**src/design/mrf_pkg.sv**
```systemverilog
// shared types, codes and crc helper for the modbus rtu request framer
// no dependencies
`timescale 1ns / 1ps

package mrf_pkg;

  localparam logic [1:0] KIND_READ      = 2'd0;
  localparam logic [1:0] KIND_WRITE_ONE = 2'd1;
  localparam logic [1:0] KIND_WM_HEADER = 2'd2;
  localparam logic [1:0] KIND_WM_DATA   = 2'd3;

  localparam logic [7:0] FN_READ       = 8'h03;
  localparam logic [7:0] FN_WRITE_ONE  = 8'h06;
  localparam logic [7:0] FN_WRITE_MANY = 8'h10;

  localparam logic [15:0] CRC_INIT = 16'hFFFF;
  localparam logic [15:0] CRC_POLY = 16'hA001;

  localparam int JOB_BYTES = 7;
  localparam int STEP_W    = 4;
  localparam logic [1:0] QUEUE_SLOTS = 2'd2;

  typedef struct packed {
    logic [1:0]  kind;
    logic [7:0]  slave_address;
    logic [15:0] start_address;
    logic [15:0] register_count;
    logic [15:0] data_word;
  } in_item_t;

  typedef struct packed {
    logic [7:0] frame_byte;
    logic       frame_end;
    logic       run_last;
  } out_item_t;

  // one unit of byte work handed from the front to the back
  typedef struct packed {
    logic                         restart;
    logic                         crc_tail;
    logic [2:0]                   nbytes;
    logic [JOB_BYTES-1:0][7:0]    bytes;
  } job_t;

  typedef struct packed {
    logic valid;
    job_t job;
  } job_req_t;

  // reflected crc-16 over one byte, bit-serial form
  function automatic logic [15:0] crc_byte(input logic [15:0] crc, input logic [7:0] b);
    logic [15:0] c;
    c = crc ^ {8'h00, b};
    for (int i = 0; i < 8; i++) begin
      if (c[0]) begin
        c = (c >> 1) ^ CRC_POLY;
      end else begin
        c = c >> 1;
      end
    end
    return c;
  endfunction

endpackage

```
**src/design/mrf_front.sv**
```systemverilog
// front end: classifies items, tracks the open write-multiple frame, builds jobs
// depends on mrf_pkg
`timescale 1ns / 1ps

module mrf_front import mrf_pkg::*; (
  input  logic     clk,
  input  logic     rst_n,
  input  logic     accept,
  input  in_item_t item,
  output job_req_t req
);

  logic [15:0] words_left_r, words_left_nxt;
  logic        open_r, open_nxt;
  logic [7:0]  fn_code;
  logic [15:0] second_word;
  logic [7:0]  twice_count;

  always_comb begin
    case (item.kind)
      KIND_READ:      fn_code = FN_READ;
      KIND_WRITE_ONE: fn_code = FN_WRITE_ONE;
      default:        fn_code = FN_WRITE_MANY;
    endcase
    second_word = (item.kind == KIND_WRITE_ONE) ? item.data_word : item.register_count;
    // byte count keeps only the low 8 bits of twice the count
    twice_count = {item.register_count[6:0], 1'b0};
  end

  always_comb begin
    req            = '0;
    words_left_nxt = words_left_r;
    open_nxt       = open_r;
    if (item.kind == KIND_WM_DATA) begin
      req.valid        = accept && open_r;
      req.job.restart  = 1'b0;
      req.job.nbytes   = 3'd2;
      req.job.crc_tail = (words_left_r == 16'd1);
      req.job.bytes[0] = item.data_word[15:8];
      req.job.bytes[1] = item.data_word[7:0];
      if (accept && open_r) begin
        words_left_nxt = words_left_r - 16'd1;
        open_nxt       = (words_left_r != 16'd1);
      end
    end else begin
      req.valid        = accept;
      req.job.restart  = 1'b1;
      req.job.nbytes   = (item.kind == KIND_WM_HEADER) ? 3'd7 : 3'd6;
      req.job.crc_tail = (item.kind != KIND_WM_HEADER) || (item.register_count == 16'd0);
      req.job.bytes[0] = item.slave_address;
      req.job.bytes[1] = fn_code;
      req.job.bytes[2] = item.start_address[15:8];
      req.job.bytes[3] = item.start_address[7:0];
      req.job.bytes[4] = second_word[15:8];
      req.job.bytes[5] = second_word[7:0];
      req.job.bytes[6] = twice_count;
      if (accept) begin
        // a new request aborts any open frame
        if (item.kind == KIND_WM_HEADER) begin
          words_left_nxt = item.register_count;
          open_nxt       = (item.register_count != 16'd0);
        end else begin
          words_left_nxt = 16'd0;
          open_nxt       = 1'b0;
        end
      end
    end
  end

  always_ff @(posedge clk) begin
    if (!rst_n) begin
      words_left_r <= 16'd0;
      open_r       <= 1'b0;
    end else begin
      words_left_r <= words_left_nxt;
      open_r       <= open_nxt;
    end
  end

endmodule

```
**src/design/mrf_job_queue.sv**
```systemverilog
// two-slot shifting queue of jobs between front and back
// depends on mrf_pkg
`timescale 1ns / 1ps

module mrf_job_queue import mrf_pkg::*; (
  input  logic     clk,
  input  logic     rst_n,
  input  job_req_t wr,
  input  logic     rd_pop,
  output job_req_t rd,
  output logic     q_full
);

  job_t       slot0_r, slot0_nxt;
  job_t       slot1_r, slot1_nxt;
  logic [1:0] cnt_r, cnt_nxt;

  always_comb begin
    slot0_nxt = slot0_r;
    slot1_nxt = slot1_r;
    cnt_nxt   = cnt_r;
    case (cnt_r)
      2'd0: begin
        if (wr.valid) begin
          slot0_nxt = wr.job;
          cnt_nxt   = 2'd1;
        end
      end
      2'd1: begin
        if (wr.valid && rd_pop) begin
          slot0_nxt = wr.job;
        end else if (wr.valid) begin
          slot1_nxt = wr.job;
          cnt_nxt   = 2'd2;
        end else if (rd_pop) begin
          cnt_nxt   = 2'd0;
        end
      end
      default: begin
        if (rd_pop) begin
          slot0_nxt = slot1_r;
          if (wr.valid) begin
            slot1_nxt = wr.job;
          end else begin
            cnt_nxt = 2'd1;
          end
        end
      end
    endcase
  end

  always_ff @(posedge clk) begin
    slot0_r <= slot0_nxt;
    slot1_r <= slot1_nxt;
    if (!rst_n) begin
      cnt_r <= 2'd0;
    end else begin
      cnt_r <= cnt_nxt;
    end
  end

  assign rd.valid = (cnt_r != 2'd0);
  assign rd.job   = slot0_r;
  assign q_full   = (cnt_r == QUEUE_SLOTS);

endmodule

```
**src/design/mrf_back.sv**
```systemverilog
// back end: walks a job one byte a cycle while the output is free or popped,
// folds bytes into the crc, output register; depends on mrf_pkg
`timescale 1ns / 1ps

module mrf_back import mrf_pkg::*; (
  input  logic      clk,
  input  logic      rst_n,
  input  job_req_t  job_in,
  output logic      job_pop,
  input  logic      pop,
  output logic      empty,
  output out_item_t out_item
);

  logic [STEP_W-1:0] step_r, step_nxt;
  logic [15:0]       crc_r, crc_nxt;
  logic              out_valid_r, out_valid_nxt;
  out_item_t         out_item_r, out_item_nxt;

  logic              fire;
  logic [STEP_W-1:0] nb;
  logic [15:0]       crc_base;
  logic              is_last;

  assign nb   = {1'b0, job_in.job.nbytes};
  assign fire = job_in.valid && (!out_valid_r || pop);

  always_comb begin
    step_nxt      = step_r;
    crc_nxt       = crc_r;
    out_valid_nxt = out_valid_r && !pop;
    out_item_nxt  = out_item_r;
    job_pop       = 1'b0;
    crc_base      = (step_r == '0 && job_in.job.restart) ? CRC_INIT : crc_r;
    is_last       = job_in.job.crc_tail ? (step_r == nb + 4'd1) : (step_r == nb - 4'd1);
    if (fire) begin
      out_valid_nxt       = 1'b1;
      out_item_nxt.run_last  = is_last;
      out_item_nxt.frame_end = 1'b0;
      if (step_r < nb) begin
        out_item_nxt.frame_byte = job_in.job.bytes[step_r[2:0]];
        crc_nxt = crc_byte(crc_base, job_in.job.bytes[step_r[2:0]]);
      end else if (step_r == nb) begin
        // crc low byte first
        out_item_nxt.frame_byte = crc_r[7:0];
      end else begin
        out_item_nxt.frame_byte = crc_r[15:8];
        out_item_nxt.frame_end  = 1'b1;
        crc_nxt = CRC_INIT;
      end
      if (is_last) begin
        step_nxt = '0;
        job_pop  = 1'b1;
      end else begin
        step_nxt = step_r + 4'd1;
      end
    end
  end

  always_ff @(posedge clk) begin
    out_item_r <= out_item_nxt;
    if (!rst_n) begin
      step_r      <= '0;
      crc_r       <= CRC_INIT;
      out_valid_r <= 1'b0;
    end else begin
      step_r      <= step_nxt;
      crc_r       <= crc_nxt;
      out_valid_r <= out_valid_nxt;
    end
  end

  assign empty    = !out_valid_r;
  assign out_item = out_item_r;

endmodule

```
**src/design/modbus_rtu_request_framer.sv**
```systemverilog
// top level of the modbus rtu request framer
// depends on mrf_pkg, mrf_front, mrf_job_queue, mrf_back
`timescale 1ns / 1ps

// Turns request items into a Modbus RTU master byte stream with CRC-16
// (reflected 0xA001, seed 0xFFFF, low byte first), one output transfer per
// byte. A read or write-single item yields 8 bytes, a write-multiple header
// 7 bytes (9 when its count is zero), each data word 2 bytes and the last
// word 4 bytes with the CRC; a stray data word yields nothing. An item is
// taken in any cycle in which the two-slot job queue has room, so items
// arrive back to back while earlier frames still drain. Sustained rate is set
// by the byte sequencer in the back end, which sends one byte per cycle while
// pop is held high.
// The CRC is updated over a whole byte in the same cycle the byte is sent.
module modbus_rtu_request_framer import mrf_pkg::*; (
  input  logic      clk,
  input  logic      rst_n,
  // input queue side
  input  logic      push,
  output logic      full,
  input  in_item_t  in_item,
  // result queue side
  output logic      empty,
  input  logic      pop,
  output out_item_t out_item
);

  job_req_t front_req;   // job built from the accepted item
  job_req_t head_req;    // oldest job waiting for the back end
  logic     head_pop;    // back end finished the head job
  logic     q_full;
  logic     in_accept;

  // input transfer happens whenever the queue can take a job
  assign in_accept = push && !q_full;
  assign full      = q_full;

  // classifies items and keeps the write-multiple frame bookkeeping
  mrf_front u_front (
    .clk    (clk),
    .rst_n  (rst_n),
    .accept (in_accept),
    .item   (in_item),
    .req    (front_req)
  );

  // decouples item intake from byte output
  mrf_job_queue u_queue (
    .clk    (clk),
    .rst_n  (rst_n),
    .wr     (front_req),
    .rd_pop (head_pop),
    .rd     (head_req),
    .q_full (q_full)
  );

  // byte sequencer, crc and output register
  mrf_back u_back (
    .clk      (clk),
    .rst_n    (rst_n),
    .job_in   (head_req),
    .job_pop  (head_pop),
    .pop      (pop),
    .empty    (empty),
    .out_item (out_item)
  );

endmodule

```
**config.mk**
```make
export PLATFORM = sky130hd
export DESIGN_NAME = modbus_rtu_request_framer
export DESIGN_NICKNAME = d
export VERILOG_FILES = /design/src/design/mrf_pkg.sv /design/src/design/mrf_front.sv /design/src/design/mrf_job_queue.sv /design/src/design/mrf_back.sv /design/src/design/modbus_rtu_request_framer.sv
export SDC_FILE = /design/constraint.sdc
export NUM_CORES = 1
export LEC_CHECK = 0
export ABC_AREA = 1
export BUFFER_PORTS_ARGS = -buffer_cell sky130_fd_sc_hd__buf_2
export CELL_PAD_IN_SITES_DETAIL_PLACEMENT = 1
export CELL_PAD_IN_SITES_GLOBAL_PLACEMENT = 1
export CORE_MARGIN = 3
export CORE_UTILIZATION = 49
export CTS_CLUSTER_DIAMETER = 60
export DETAILED_ROUTE_END_ITERATION = 10
export PLACE_DENSITY_LB_ADDON = 0.1
export SLEW_MARGIN = 40
export SYNTH_ARGS = -nofsm -noshare
export SYNTH_HDL_FRONTEND = slang
export SYNTH_SLANG_ARGS = --single-unit
```
**constraint.sdc**
```tcl
create_clock -name clk -period 10.6 [get_ports clk]
set_clock_uncertainty 0.15 [all_clocks]
set_input_delay 1.59 -clock clk [delete_from_list [all_inputs] [get_ports clk]]
set_output_delay 1.59 -clock clk [all_outputs]
set_load 0.02 [all_outputs]
```
* Yosys cells after proc, flatten, opt, wreduce, memory -nomap -nowiden
Index checks and enable logic that the tools add are counted.
Widths: inputs -> output; s select.
** Storage, ports and cells
- Output and inout port bits :: 12
- Logic and storage cells :: 152
- Input port bits :: 62
- Flip-flop bits (word level) :: 172
** Cells by class
- Add/sub/neg operators :: 4
- Bitwise operators :: 10
- Eq/ne operators :: 18
- Reduce and logical (&&, ||, !) cells :: 25
- Mux-type cells :: 64
- Order comparisons :: 2
** Operators with widths (count)
- $mux 16 :: 31
- $mux 61 :: 6
- $pmux 61 s2 :: 2
- $mux 40 :: 1
- $bmux 8 s3 :: 1
- $mux 8 :: 3
- $not 2->3 :: 8
- $eq 16x1->1 const B :: 1
- $logic_not 16->1 :: 1
- $ne 16x1->1 const B :: 1
- $reduce_bool 16->1 :: 1
- $sub 16x1->16 const B :: 1
- $xor 16x8->16 :: 1
- $mux 2 :: 6
- $mux 1 :: 10
- $pmux 5 s2 :: 1
- $eq 4x4->1 :: 2
- $eq 2x2->1 const B :: 3
- $logic_and 1x1->1 :: 6
- $mux 6 :: 1
- $ne 2x1->1 const B :: 3
- $ne 2x2->1 const B :: 3
- $reduce_and 3->1 :: 2
- $reduce_bool 2->1 :: 3
- other kinds (19) :: 25

* Depth between registers and ports, before layout
Gate-level depths: netlist of the first run.
- Depth in word-level cells :: 35
- Depth in mapped cells :: 22

* By module
Synthesis of the first run repeated with hierarchy kept, for this count alone.
** Unflattened totals
- Cell total of the unflattened synthesis :: 1082
- Area total of the unflattened synthesis :: 9075.0 sq um
** Modules (own cells, without submodules)
- mrf_job_queue :: cells an instance 343, area each 4566.9 sq um, instances 1
- mrf_back :: cells an instance 411, area each 2756.4 sq um, instances 1
- mrf_front :: cells an instance 326, area each 1741.7 sq um, instances 1
- modbus_rtu_request_framer :: cells an instance 2, area each 10.0 sq um, instances 1

* Worst setup path before layout of the first run
No wires, ideal clock.
- Path kind :: input port to flip-flop
- Start point :: input port pop
- End point :: register u_queue.slot1_r[0] (netlist name) (enable)
- Arrival :: 6.912 ns
- Buffers on the path :: 0
- Setup slack :: 2.981 ns
- Cell stages on the path :: 6
- Required time :: 9.893 ns
- Path through :: or2_2 > nand2_1 > clkinv_1 > nand2_1 > nor2_1 > nor3b_1
** On the way
- Longest elaborated chain between the ends :: 6
- Elaborated cells between the ends (all ways) :: 7
** RTL lines
- start: declaration :: RTL line modbus_rtu_request_framer.sv:24 : input logic pop,
- $logic_or 1x1->1 * :: RTL line mrf_back.sv:26 : assign fire = job_in.valid && (!out_valid_r || pop);
- $logic_and 1x1->1 * :: RTL line mrf_back.sv:26
- via u_back.fire :: RTL line mrf_back.sv:20 : logic fire;
- $mux 1 * :: RTL line mrf_back.sv:36 : if (fire) begin
- $logic_and 1x1->1 :: RTL line mrf_job_queue.sv:30 : if (wr.valid && rd_pop) begin
- $ne 2x2->1 (no line)
- $reduce_and 3->1 (no line) *
- end signal: assignment :: RTL line mrf_job_queue.sv:54 : slot1_r <= slot1_nxt;
- end: declaration :: RTL line mrf_job_queue.sv:15 : job_t slot1_r, slot1_nxt;
Mark *: on every way through the listed nets, which the timed path passes. The rest lies on a longest branch.
A chain may end at the register's enable or synchronous reset.

* Final worst setup path of the first run
- Start point :: input port pop
- End point :: register u_queue.slot1_r[23] (netlist name) (enable)
The elaborated chain is that of the path after synthesis.

==> run metrics, run 1 <==
relative slew slack=47.49%; Yosys cell types=43; Starting Density=50.40%; worst min-delay path class=reg2reg; Comb power frac=roughly 29%; overall routed net length=23.78 mm; period utilization=37.71%; CTS H-tree lvls=4; YS warnings=0; post-route cell area=approximately 9600 µm²; clock root buffer=clkbuf_16; Synth top area share=44.95%; share of cells above drive strength 1=14.65%; WS Path Type=in2reg; setup violators final=0; synthesized instance count=between 900 and 1k; post-route ant nets=0; final hold slack=around 350 ps; # Max-Cap Violations=0; Final Hold Viols=0; PortBufs=73; Flop pwr share=40.7%; top cells by area, synth=edfxtp_1 (45%), nand2_1 (13%), dfxtp_1 (9.5%); Yosys reg bits=166; DP HPWL=16.25 mm; ANT cells=0; Power Total=2.134 mW; Max Slew Vio Count=0; P_leak=4.314 nW; DP Worst Slack=6021 ps; remaining global-route overflow=0; syn_area_per_cell=8.536 µm²; Sw Ratio=35.16%; Cell Area, Synth=~8400 µm²; DP Area=8941 µm²; fmax=0.2502 GHz; synth-to-layout area growth=13.47%; crit end category=flop; Routed wire per std cell=around 19 µm; Die W=137.1 µm; TritonCTS Sinks=roughly 170; GR Util All Layers=26.20%; Yosys top cell by area=edfxtp_1; Switch Pwr=0.7504 mW; outcome=complete, no violations; sequential-to-total area share from yosys stat=54.47%; residual DRC count=0; first-pass GRT wire length=37.59 mm; Required @ worst endpoint=10520 ps; CTS tree=done; crit path launch type=input pin; CTS resizes=0; hold buffer count at cts=0; Slew @ Worst Pin=787.6 ps; Vias=6896; Die Y=roughly 140 µm; TritonCTS Buffers=17; Cell Pwr Density=~220 nW/µm²; initial drt markers=467; drt first pass iters=5; vias in the first global route=7131; clock transition at the registers of the reported paths=60 ps; number of setup buffers added after CTS=0; fillers=between 2k and 2.5k; Clk network pwr share=around 30%; internal cell power=1.384 mW; routability cong.=0.8201; CTS Buffer Depth=2; Boundary Pins=74; post-layout min period=3997 ps; Core Rows=47; largest net degree at the start of global routing=between 60 and 70; Via density=5.396; Crit Path Max Fanout=58; Final Net Count=1117; Max VDD drop=122.7 µV; core area=around 17000 µm²; Worst-Skew Late Latency=440 ps; initial antenna violation count=0; setup TNS=0 ps; WP data arrival=3920 ps; final setup margin=around 6600 ps; RSZ-0062 raised after global routing=false; Die Footprint=~19000 µm²; Syn Nets=1058
cells in the final DEF, fill, tap and decap left out, types with 3 or more instances in the layout:
cell,netlist,layout
xor2_1,7,7
nor3_1,5,5
buf_4,4,8
clkinv_1,1,4
nand4_1,8,8
o21ai_0,54,54
bufinv_16,0,3
inv_6,0,4
a221oi_1,8,8
ha_1,10,10
nor2_1,77,77
dfxtp_1,40,39
inv_1,119,117
clkbuf_16,0,17
xnor2_1,5,5
or2_2,3,3
nand2_2,18,18
nand3_1,38,38
o211ai_1,9,9
buf_2,6,73
inv_2,5,6
nand3_2,7,7
a211oi_1,4,4
a21oi_1,52,52
a22oi_1,5,4
o221ai_1,8,8
nand2_1,300,300
clkinvlp_4,0,3
edfxtp_1,126,126
o22ai_1,17,17
synthesized netlist by cell type, drive strengths merged:
library cell  instances
o221ai                8
nand3                45
edfxtp              126
nor3b                 1
a31oi                 1
xnor2                 5
clkbuf               24
xor2                  7
nand3b                1
o41ai                 1
nor4                  1
nor3                  6
o22ai                17
nor2                 78
a211o                 1
dfxtp                40
a221oi                8
buf                  18
clkinv                1
a211oi                4
o211ai               11
o21ai                56
nand4                 8
or2                   7
inv                 125
a22oi                 5
ha                   10
a21oi                52
nand2               319
critical path, cell delays in order:
cell      delay (ps)
buf_2             90
or2_2            300
nand2_1          150
clkinv_1         520
nand2_1          380
nor2_1           110
nor3b_2          220
buf_6            480
final timing paths:
kind | from | endpoint | slack [ps] | cells after the start
setup / recovery | pop | u_queue.slot1_r[23]$_DFFE_PP_ | 6600 | 8
hold / removal | u_back.crc_r[7]$_SDFFE_PN1P_ | u_back.crc_r[7]$_SDFFE_PN1P_ | 350 | 2
hold reg to reg | u_back.crc_r[7]$_SDFFE_PN1P_ | u_back.crc_r[7]$_SDFFE_PN1P_ | 350 | 2
setup reg to reg | u_back.step_r[0]$_SDFFE_PN0P_ | u_back.crc_r[0]$_SDFFE_PN1P_ | 7040 | 20
routing by layer:
layer,global-route usage (%),routed length (µm),up-vias
met5,0,0,-
met2,45.40,12020,150
met1,33.95,10420,3340
met3,3.824,922,30
li1,-,-,3376
met4,8.093,422,0
final cells by class:
class	count	area, µm²	area share [%]
clock inverters	15	173.9	1.821
clock buffers	17	425.4	4.454
inverters	126	475.5	4.978
flip-flops and latches	166	4586	48.02
repair buffers	82	436.7	4.572
well taps	220	275.3	2.882
multi-input cells	652	3178	33.28
sequential cells by signal, indices dropped and copies added, names as in the netlist:
name	flops
u_queue.cnt_r	2
u_back.out_valid_r	1
u_back.step_r	4
u_back.out_item	10
u_back.crc_r	16
u_front.words_left_r	16
u_queue.slot1_r	58
u_queue.rd	58
u_front.open_r	1
cell families after synthesis:
kind of cell | synth area share, %
flops | 54.47
buf+inv | 7.968
fa+ha+maj | 1.487
simple gates | 23.29
compound gates | 11.54
xor+xnor | 1.249
power groups by stage:
| stage | Clock (mW) | Combinational, mW | Sequential (mW) |
|---|---|---|---|
| CTS | 0.647 | 0.623 | 0.870 |
| detailed placement | 0 | 0.615 | 0.882 |
| global route | 0.675 | 0.698 | 0.878 |
| finish | 0.640 | 0.625 | 0.869 |
| floorplan | 0 | 0.437 | 0.885 |
| global placement | 0 | 0.594 | 0.877 |
through the flow:
step	utilization (%)	instances
after floorplan	-	986
after global placement	53.54	1246
after detailed placement	53.54	1246
after CTS	57.12	1278
after global routing	57.18	1278
final	57.18	1278
(Power assumes the default switching activity.)
==> run 2, diff against run 1 <==
CORE_UTILIZATION = 45   (was 49)
clock period = 3.9 ns   (was 10.6 ns; I/O delays follow)
==> run 2 against run 1 <==
  * Clock-buffer cell count unchanged
  * Final area about the same
  * First-iteration DRC count is 9.6% higher
  * Hold slack worse by 42 ps
  * Via count rose by 0.99%
  * Utilization down 4.5 points
  * Global-route usage fell by 2.3 points
  * Die area grew 8.5%
  * Wire length shrank 0.93%
  * Non-clock buffer count is 6 higher
  * Cell count rose by 1.2%
  * Combinational power rose to 2.7 times the previous value
==> run metrics, run 2 (synthesis results as in run 1) <==
outcome=complete, no violations (unchanged); TritonCTS Buffers=17 (unchanged); post-route ant nets=0 (unchanged); crit end category=flop (unchanged); most frequent cells in the layout=nand2_1 (300), edfxtp_1 (126), inv_1 (117), nor2_1 (77), buf_2 (73) (unchanged); WS Path Type=reg2reg (was in2reg); FF-to-FF path depth=19 (was 20); Cell Pwr Density=589.9 nW/µm² (was 223.5 nW/µm²); Switch Pwr=2.047 mW (was 0.7504 mW); worst r2r src=u_back.step_r[1]$_SDFFE_PN0P_ (was u_back.step_r[0]$_SDFFE_PN0P_); final hold slack=307.7 ps (was 349.3 ps); fillers=2171 (was 2061); HP Start=pop (was u_back.crc_r[7]$_SDFFE_PN1P_); Die Footprint=20380 µm² (was 18790 µm²); PortBufs=73 (unchanged); CP max-delay cell=dfxtp_1 (was clkinv_1); Flop pwr share=41.8% (was 40.7%); r2r setup slk=680 ps (was 7040 ps); Crit Path Max Fanout=17 (was 58); critical path's largest stage delay=750 ps (was 520 ps); routability cong.=0.8489 (was 0.8201); setup TNS=0 ps (unchanged); CTS Buffer Depth=2 (unchanged); ANT cells=0 (unchanged); R2R Path End=u_back.crc_r[0]$_SDFFE_PN1P_ (unchanged); Die Y=142.8 µm (was 137.1 µm); Max VDD drop=286.6 µV (was 122.7 µV); Comb power frac=30.4% (was 29.3%); clock transition at the registers of the reported paths=70 ps (was 60 ps); Worst-Skew Late Latency=440 ps (about the same); multi-input combinational cell area=3178 µm² (unchanged); Crit path max-delay family=simple AND/OR/NAND/NOR gates (unchanged); DP HPWL=16.56 mm (was 16.25 mm); remaining global-route overflow=0 (unchanged); core area=18150 µm² (was 16700 µm²); drt first pass iters=5 (unchanged); relative slew slack=53.09% (was 47.49%); largest net degree at the start of global routing=66 (was 67); number of setup buffers added after CTS=0 (unchanged); initial antenna violation count=0 (unchanged); P_leak=4.321 nW (was 4.314 nW); synth-to-layout area growth=13.57% (was 13.47%); clock root buffer=clkbuf_16 (unchanged); Core Rows=49 (was 47); Vias=6964 (was 6896); placed insts=1261 (was 1246); DP Area=9029 µm² (was 8941 µm²); Clk network pwr share=27.8% (was 30.0%); fmax=0.3103 GHz; GR Util All Layers=23.85% (was 26.20%); leading cell type in the layout, fill and taps excluded=nand2_1 (unchanged); Max Slew Vio Count=0 (unchanged); first-pass GRT wire length=37.79 mm (was 37.59 mm); Layout Cells excl Fill=1293 (was 1278); CP Cell Sequence=inv_2 > ha_1 > nand2_1 > nor3_2 > buf_4 > nor2_1 > inv_1 > nand3_1 > nand2_1 > nand2_1 > nand2_2 > nand2_1 > nand3_1 > nand3_1 > nand3_2 > nand3_1 > nand3_1 > nand2_1 > nand2_1 (was buf_2 > or2_2 > nand2_1 > clkinv_1 > nand2_1 > nor2_1 > nor3b_2 > buf_6); setup violators final=0 (unchanged); crit path launch type=flop (was input pin); Sw Ratio=36.31% (was 35.16%); Starting Density=46.38% (was 50.40%); Storage cell area=4586 µm² (unchanged); Hold Path End=u_back.out_valid_r$_SDFF_PN0_ (was u_back.crc_r[7]$_SDFFE_PN1P_); Worst Hold Depth=3 (was 2); final design utilization=52.68% (was 57.18%); Slew @ Worst Pin=703.6 ps (was 787.6 ps); Final Hold Viols=0 (unchanged); critical path's most frequent cell=nand2_1 (unchanged); period utilization=between 80% and 90%; TritonCTS Sinks=166 (unchanged); post-route cell area=9559 µm² (was 9550 µm²); residual DRC count=0 (unchanged); # Max-Cap Violations=0 (unchanged); CTS H-tree lvls=4 (unchanged); overall routed net length=23.56 mm (was 23.78 mm); internal cell power=3.592 mW (was 1.384 mW); CTS resizes=0 (unchanged); vias in the first global route=7034 (was 7131); Power Total=5.639 mW (was 2.134 mW); worst min-delay path class=in2reg (was reg2reg); post-layout min period=3223 ps; Final Net Count=1123 (was 1117); Die W=142.8 µm (was 137.1 µm); Boundary Pins=74 (unchanged); initial drt markers=512 (was 467); Worst Path Buf+Inv=3 (unchanged); Via density=5.386 (was 5.396); final setup margin=677.5 ps (was 6603 ps); RSZ-0062 raised after global routing=false (unchanged); WP data arrival=3400 ps (was 3920 ps); Required @ worst endpoint=4080 ps (was 10520 ps); Routed wire per std cell=18.22 µm (was 18.61 µm); hold buffer count at cts=0 (unchanged); DP Worst Slack=640.6 ps (was 6021 ps); CTS tree=done (unchanged); share of cells above drive strength 1=15.04% (was 14.65%)
run 2: layout make-up:
type,instances,share of cell area [%]
sequential,166,47.97
multi-input combinational,652,33.25
timing repair buffer,88,5.262
inverter,126,4.974
clock buffer,17,4.450
tap,229,2.997
clock inverter,15,1.099
run 2: how the worst max path moves through the flow:
stage | start | endpoint | slack, ps | cells after the start
3_5_place_dp | u_back.step_r[1]$_SDFFE_PN0P_ | u_back.crc_r[0]$_SDFFE_PN1P_ | 640 | 21
6_report | u_back.step_r[1]$_SDFFE_PN0P_ | u_back.crc_r[0]$_SDFFE_PN1P_ | 680 | 19
2_1_floorplan | pop | u_queue.slot1_r[0]$_DFFE_PP_ | 110 | 6
4_1_cts | u_back.step_r[1]$_SDFFE_PN0P_ | u_back.crc_r[0]$_SDFFE_PN1P_ | 610 | 21
3_3_place_gp | u_back.step_r[1]$_SDFFE_PN0P_ | u_back.crc_r[0]$_SDFFE_PN1P_ | 750 | 21
5_1_grt | u_back.step_r[1]$_SDFFE_PN0P_ | u_back.crc_r[0]$_SDFFE_PN1P_ | 290 | 21
run 2: power groups by stage:
stage	Sequential [mW]	Clock, mW	Combinational (mW)
after floorplan	2.39	0	1.19
after global placement	2.38	0	1.66
after detailed placement	2.40	0	1.71
after CTS	2.36	1.60	1.73
after global routing	2.39	1.67	1.93
final	2.36	1.57	1.71
run 2: tightest hold or removal path, stage by stage:
cell     delay [ps]
buf_2            70
or2_2           110
a21oi_1          70
run 2: per-layer routing:
layer	vias to the layer above	wire length, µm	GRT usage [%]
li1	3398	-	-
met1	3382	10520	31.62
met2	155	11680	40.03
met3	29	932	4.354
met4	0	422	7.254
met5	-	0	0
